`src/design/assert_macros.svh`:
```
// Assertion macros used by the top-level RTL file of the forest classifier.
`ifndef ASSERT_MACROS_SVH
`define ASSERT_MACROS_SVH

// Same-cycle implication, checked at every rising clock edge outside reset.
`define ASSERT_IMPLIES(label, clk, rst, cond, expr) \
   label: assert property (@(posedge clk) disable iff (rst) (cond) |-> (expr)) \
      else $error("assertion failed");

// Next-cycle implication, checked at every rising clock edge outside reset.
`define ASSERT_NEXT(label, clk, rst, cond, expr) \
   label: assert property (@(posedge clk) disable iff (rst) (cond) |=> (expr)) \
      else $error("assertion failed");

`endif

```
`src/design/rfv_pkg.sv`:
```
// Package with the constants, types and codes of the forest classifier.
`default_nettype none

package rfv_pkg;

   localparam int MAX_TREES      = 64;
   localparam int NODES_PER_TREE = 512;
   localparam int NUM_FEATURES   = 32;
   localparam int DEPTH_LIMIT    = 8;

   localparam int STORE_DEPTH = MAX_TREES * NODES_PER_TREE;
   localparam int ADDR_W      = $clog2(STORE_DEPTH);
   localparam int TREE_CNT_W  = $clog2(MAX_TREES + 1);
   localparam int DEPTH_W     = (DEPTH_LIMIT > 0) ? $clog2(DEPTH_LIMIT + 1) : 1;
   localparam int FEAT_IDX_W  = (NUM_FEATURES > 1) ? $clog2(NUM_FEATURES) : 1;

   localparam int SLOT_W  = 9;
   localparam int FEAT_W  = 5;
   localparam int VALUE_W = 32;
   localparam int VOTE_W  = 7;

   localparam logic signed [1:0] CLASS_NONE = 2'sb11;
   localparam logic signed [1:0] CLASS_ZERO = 2'sb00;
   localparam logic signed [1:0] CLASS_ONE  = 2'sb01;

   typedef enum logic [1:0] {
      OP_NODE_WRITE    = 2'd0,
      OP_FEATURE_WRITE = 2'd1,
      OP_CLASSIFY      = 2'd2
   } op_type;

   typedef enum logic [1:0] {
      ST_IDLE,
      ST_WALK,
      ST_VOTE
   } walk_state_type;

   typedef struct packed {
      logic [SLOT_W-1:0]         right_slot;
      logic [SLOT_W-1:0]         left_slot;
      logic signed [VALUE_W-1:0] threshold;
      logic [FEAT_W-1:0]         feature;
      logic                      leaf_class;
      logic                      leaf_flag;
   } node_type;

   typedef struct packed {
      logic                      en;
      logic [FEAT_IDX_W-1:0]     idx;
      logic signed [VALUE_W-1:0] value;
   } samp_wr_type;

   typedef struct packed {
      logic              done;
      logic [VOTE_W-1:0] one;
      logic [VOTE_W-1:0] zero;
      logic [VOTE_W-1:0] invalid;
   } walk_result_type;

endpackage

`default_nettype wire

```
`src/design/rfv_walker.sv`:
```
// Tree walk sequencer with the sample store, the split compare and the vote counters.
`default_nettype none

module rfv_walker
   import rfv_pkg::*;
(
   input  wire logic                  clock,
   input  wire logic                  reset,
   input  wire logic                  start,
   input  wire logic [TREE_CNT_W-1:0] n_trees,
   input  wire samp_wr_type           samp_wr,
   input  wire node_type              node_rd,
   input  wire logic                  rsp_free,
   output logic [ADDR_W-1:0]          rd_addr,
   output logic                       busy,
   output walk_result_type            wres
);

   walk_state_type state_ff, state_in;
   logic [TREE_CNT_W-1:0] tree_ff, tree_in;
   logic [DEPTH_W-1:0]    depth_ff, depth_in;
   logic [VOTE_W-1:0]     one_ff, one_in;
   logic [VOTE_W-1:0]     zero_ff, zero_in;
   logic [VOTE_W-1:0]     invalid_ff, invalid_in;

   logic signed [VALUE_W-1:0] sample_ff [NUM_FEATURES];

   logic                      feat_ok;
   logic signed [VALUE_W-1:0] sval;
   logic                      go_left;
   logic [SLOT_W-1:0]         next_slot;
   logic                      slot_ok;
   logic                      tree_end;
   logic [TREE_CNT_W-1:0]     tree_next;
   logic [TREE_CNT_W-1:0]     rd_tree;
   logic [SLOT_W-1:0]         rd_slot;

   always_ff @(posedge clock) begin
      if (samp_wr.en) begin
         sample_ff[samp_wr.idx] <= samp_wr.value;
      end
   end

   always_ff @(posedge clock) begin
      if (reset) begin
         state_ff   <= ST_IDLE;
         tree_ff    <= '0;
         depth_ff   <= '0;
         one_ff     <= '0;
         zero_ff    <= '0;
         invalid_ff <= '0;
      end else begin
         state_ff   <= state_in;
         tree_ff    <= tree_in;
         depth_ff   <= depth_in;
         one_ff     <= one_in;
         zero_ff    <= zero_in;
         invalid_ff <= invalid_in;
      end
   end

   always_comb begin
      feat_ok   = 32'(node_rd.feature) < NUM_FEATURES;
      sval      = feat_ok ? sample_ff[FEAT_IDX_W'(node_rd.feature)] : '0;
      go_left   = sval <= node_rd.threshold;
      next_slot = go_left ? node_rd.left_slot : node_rd.right_slot;
      slot_ok   = 32'(next_slot) < NODES_PER_TREE;
      tree_end  = node_rd.leaf_flag || !slot_ok || (32'(depth_ff) == DEPTH_LIMIT);
      tree_next = tree_ff + TREE_CNT_W'(1);

      state_in     = state_ff;
      tree_in      = tree_ff;
      depth_in     = depth_ff;
      one_in       = one_ff;
      zero_in      = zero_ff;
      invalid_in   = invalid_ff;
      rd_tree      = tree_ff;
      rd_slot      = next_slot;
      wres.done    = 1'b0;
      wres.one     = one_ff;
      wres.zero    = zero_ff;
      wres.invalid = invalid_ff;

      case (state_ff)
         ST_IDLE: begin
            rd_tree = '0;
            rd_slot = '0;
            if (start) begin
               tree_in    = '0;
               depth_in   = '0;
               one_in     = '0;
               zero_in    = '0;
               invalid_in = '0;
               state_in   = (n_trees == '0) ? ST_VOTE : ST_WALK;
            end
         end
         ST_WALK: begin
            if (tree_end) begin
               if (node_rd.leaf_flag && node_rd.leaf_class) begin
                  one_in = one_ff + VOTE_W'(1);
               end else if (node_rd.leaf_flag) begin
                  zero_in = zero_ff + VOTE_W'(1);
               end else begin
                  invalid_in = invalid_ff + VOTE_W'(1);
               end
               tree_in  = tree_next;
               depth_in = '0;
               rd_tree  = tree_next;
               rd_slot  = '0;
               if (tree_next == n_trees) begin
                  state_in = ST_VOTE;
               end
            end else begin
               depth_in = depth_ff + DEPTH_W'(1);
            end
         end
         ST_VOTE: begin
            wres.done = rsp_free;
            if (rsp_free) begin
               state_in = ST_IDLE;
            end
         end
         default: begin
            state_in = ST_IDLE;
         end
      endcase

      rd_addr = ADDR_W'(rd_tree) * ADDR_W'(NODES_PER_TREE) + ADDR_W'(rd_slot);
   end

   assign busy = state_ff != ST_IDLE;

endmodule

`default_nettype wire

```
`config.mk`:
```
export PLATFORM = sky130hd
export DESIGN_NAME = rfv_walker
export DESIGN_NICKNAME = d
export VERILOG_FILES = /design/src/design/assert_macros.svh /design/src/design/rfv_pkg.sv /design/src/design/rfv_walker.sv
export SDC_FILE = /design/constraint.sdc
export NUM_CORES = 1
export LEC_CHECK = 0
export BUFFER_PORTS_ARGS = -buffer_cell sky130_fd_sc_hd__buf_2
export CAP_MARGIN = 20
export CORE_UTILIZATION = 31
export CTS_CLUSTER_DIAMETER = 80
export DETAILED_ROUTE_END_ITERATION = 8
export HOLD_SLACK_MARGIN = 0.05
export RECOVER_POWER = 100
export SYNTH_ARGS = -nofsm -noshare
export SYNTH_HDL_FRONTEND = slang
export SYNTH_SLANG_ARGS = --single-unit
```
`constraint.sdc`:
```
create_clock -name clock -period 8.3 [get_ports clock]
set_input_delay 1.66 -clock clock [delete_from_list [all_inputs] [get_ports clock]]
set_output_delay 1.66 -clock clock [all_outputs]
set_load 0.01 [all_outputs]
```
==> results.toml <==
[setup_path]
reg2reg_from = "depth_ff[0]"
path_max_fanout = 18
required_ps = 6640
arrival_ps = 6290
worst_setup_path_start_kind = "input pin"
setup.worst_path.class = "input pin to primary output"
crit_start = "node_rd[2]"
crit_path_end_kind = "primary output"

[yosys]
synth.area.top_cells = "edfxtp_1 74%, mux4_2 17%, dfxtp_1 1.6%"
synth_nets = 1991
synth.top_cell.area_share = 0.7392
synthCells = 1847
synth-async-reset-ratio = 0
syn_avg_cell_area_um2 = 22.52
ys_seq_area_frac = 0.7556
ys_ff_latch = 1058
synth_top_cell_by_area = "edfxtp_1"
synth_ff_type = "edfxtp_1"
ys_warn_count = 0
ys_types = 53
synth_edf_count = 1024
netlist_area_um2 = 41600

[finish]
multi_input_area_um2 = 9771
mostFrequentLayoutCell = "edfxtp_1"
final_layout_size_suffix_gt1_frac = 0.2978
final_cell_mix = "1024 x edfxtp_1, 320 x mux4_2, 117 x clkbuf_1"
fill_cells = 12131
area_growth_syn_to_layout_pct = 16.10
stdcell_area_um2 = 48300
nets = 2237
register_area_um2 = 31430

[global_routing]
track_usage = 0.1540
grt_max_degree = 55
grt_pass1_wl_mm = 149.5
grt_pass1_vias = 20913
grt_remaining_overflow = 0
antenna_found_initial = 15

[sta]
drv_slew = 1080
hold_violations = 0
rsz0062_at_grt = "false"
period_minus_slack_ps = 7953
max_freq_mhz = 125.7
period_share = 0.9582
finClkSkew_ps = 9.504
setup_ws_ps = 347.3
relSlewSlack = -1.494
setup_viol = 0
tns_ps = 0
worstMarginPinSlew_ps = 3741

[clock_tree]
post_cts_resized = 0
root_buffer = "clkbuf_16"
cts_buffer_depth = 3
numCtsBuffers = 107
cts.htree.levels = 3
cts_tree = "built"
cts_hold_buffers = 0
clock_sinks = 1058
cts_setup_buffers = 0
clock_latency_ps = 660
clkSlewWorstSetupHoldPaths_ps = 60

[die]
die_x_um = 368.3
io_pins = 144
start_util = 0.3121
dieHeight_um = 368.3
rows = 134
die_area_um2 = 135700
coreArea_um2 = 133300

[place]
dp_slack_ps = 249.4
dp_hpwl_mm = 57.64
placed_cell_area_um2 = 45160
place.gp.congestion = 0.7912
numPortBuffers = 143

[route]
post_drt_wl_per_cell_um = 26.49
wirelength_mm = 104.6
via_count = 19976
viasPerCell = 5.058
firstDrtPassIters = 5
remaining_drc_errors = 0
antenna_left = 0
drt_iter0_markers = 2277

[power_and_ir_drop]
p_leak_uw = 0.01506
clockPowerShare = 0.415
switching_share = 0.2138
combinationalPowerShare = 0.060
cell_internal_pwr_uw = 8893
vdd_drop_max_mv = 0.1952
powerDensity_nw_per_um2 = 234.2
power.share.sequential = 0.526
p_sw_uw = 2418

[worst_hold_path]
hp-start = "one_ff[6]"
hold_path_class = "flop to flop"

[run_status]
outcome = "finished with violations"
violations = "capacitance limit, slew limit"

[run]
maxCapViolCount = 44
-- worst max-delay path: stages --
cell	delay, ps
buf_8	210
buf_12	230
buf_4	240
mux4_2	530
mux4_2	480
mux2_2	290
ha_1	270
nand2_1	150
o21ai_0	220
o2bb2ai_1	190
o41a_1	410
buf_4	150
o311ai_0	340
o311a_1	500
a22o_1	230
buf_2	140
-- Yosys cell counts, drive strengths merged, types with 4 or more instances --
master / instances
edfxtp: 1024
mux4: 320
nor2: 74
buf: 44
clkbuf: 44
ha: 38
inv: 37
dfxtp: 34
mux2: 31
a21oi: 29
nand2: 21
o21ai: 16
xor2: 14
nand3: 13
a22o: 10
xnor2: 10
nand4: 9
nand2b: 7
nand3b: 7
nor2b: 6
and4: 5
nor3: 5
nor4: 5
a22oi: 4
mux2i: 4
or3: 4
-- power groups by stage --
stage | Clock [uW] | Sequential (uW) | Combinational, uW
3_3_place_gp | 0 | 6050 | 675
5_1_grt | 4980 | 5950 | 731
6_report | 4690 | 5950 | 674
4_1_cts | 4780 | 5940 | 694
2_1_floorplan | 0 | 6050 | 412
3_5_place_dp | 0 | 6050 | 691
-- final cells by class --
| class | instances | share of cell area |
|---|---|---|
| antenna | 2 | 0.0001036 |
| clock buffer | 129 | 0.05759 |
| clock inverter | 66 | 0.01352 |
| inverter | 37 | 0.002876 |
| multi-input combinational | 664 | 0.2023 |
| sequential | 1058 | 0.6508 |
| tap | 1768 | 0.04580 |
| timing repair buffer | 225 | 0.02700 |
-- final timing paths --
check,to,slack (ps),depth (start not counted)
setup / recovery,rd_addr[5],350,16
hold / removal,one_ff[6],520,2
setup reg to reg,invalid_ff[6],5610,9
hold reg to reg,one_ff[6],520,2
-- layer usage --
metal  track usage  wire length, um
met2        0.2518            50890
met1        0.2073            43950
met3       0.03636             7774
met5             0               88
met4       0.03559             1894
-- stage by stage --
step | power [uW] | instances | hold WS (ps) | utilization
6_report | 11310 | 3949 | 515.8 | 0.3623
5_1_grt | 11670 | 3949 | 543.8 | 0.3623
4_1_cts | 11420 | 3947 | 518.9 | 0.3646
3_5_place_dp | 6746 | 3752 | 502.1 | 0.3388
3_3_place_gp | 6725 | 3752 | 456.3 | 0.3388
2_1_floorplan | 6460 | 1847 | 443.3 | -
-- sequential cells by signal (all words and copies together), names as in the netlist --
name	cells
tree_ff	7
depth_ff	4
invalid_ff	7
one_ff	7
sample_ff	1024
zero_ff	7
state_ff	2
-- cells by family after synthesis --
family / Yosys count / share of synthesized area
AND/OR/NAND/NOR: 166 / 0.01967
XOR/XNOR: 24 / 0.005053
multiplexers: 355 / 0.1826
AO/OA/AOI/OAI: 81 / 0.01275
buffers and inverters: 125 / 0.01290
flip-flops: 1058 / 0.7556
adder cells (fa/ha/maj): 38 / 0.01143
Note: power is estimated with default switching activity, not from simulation.
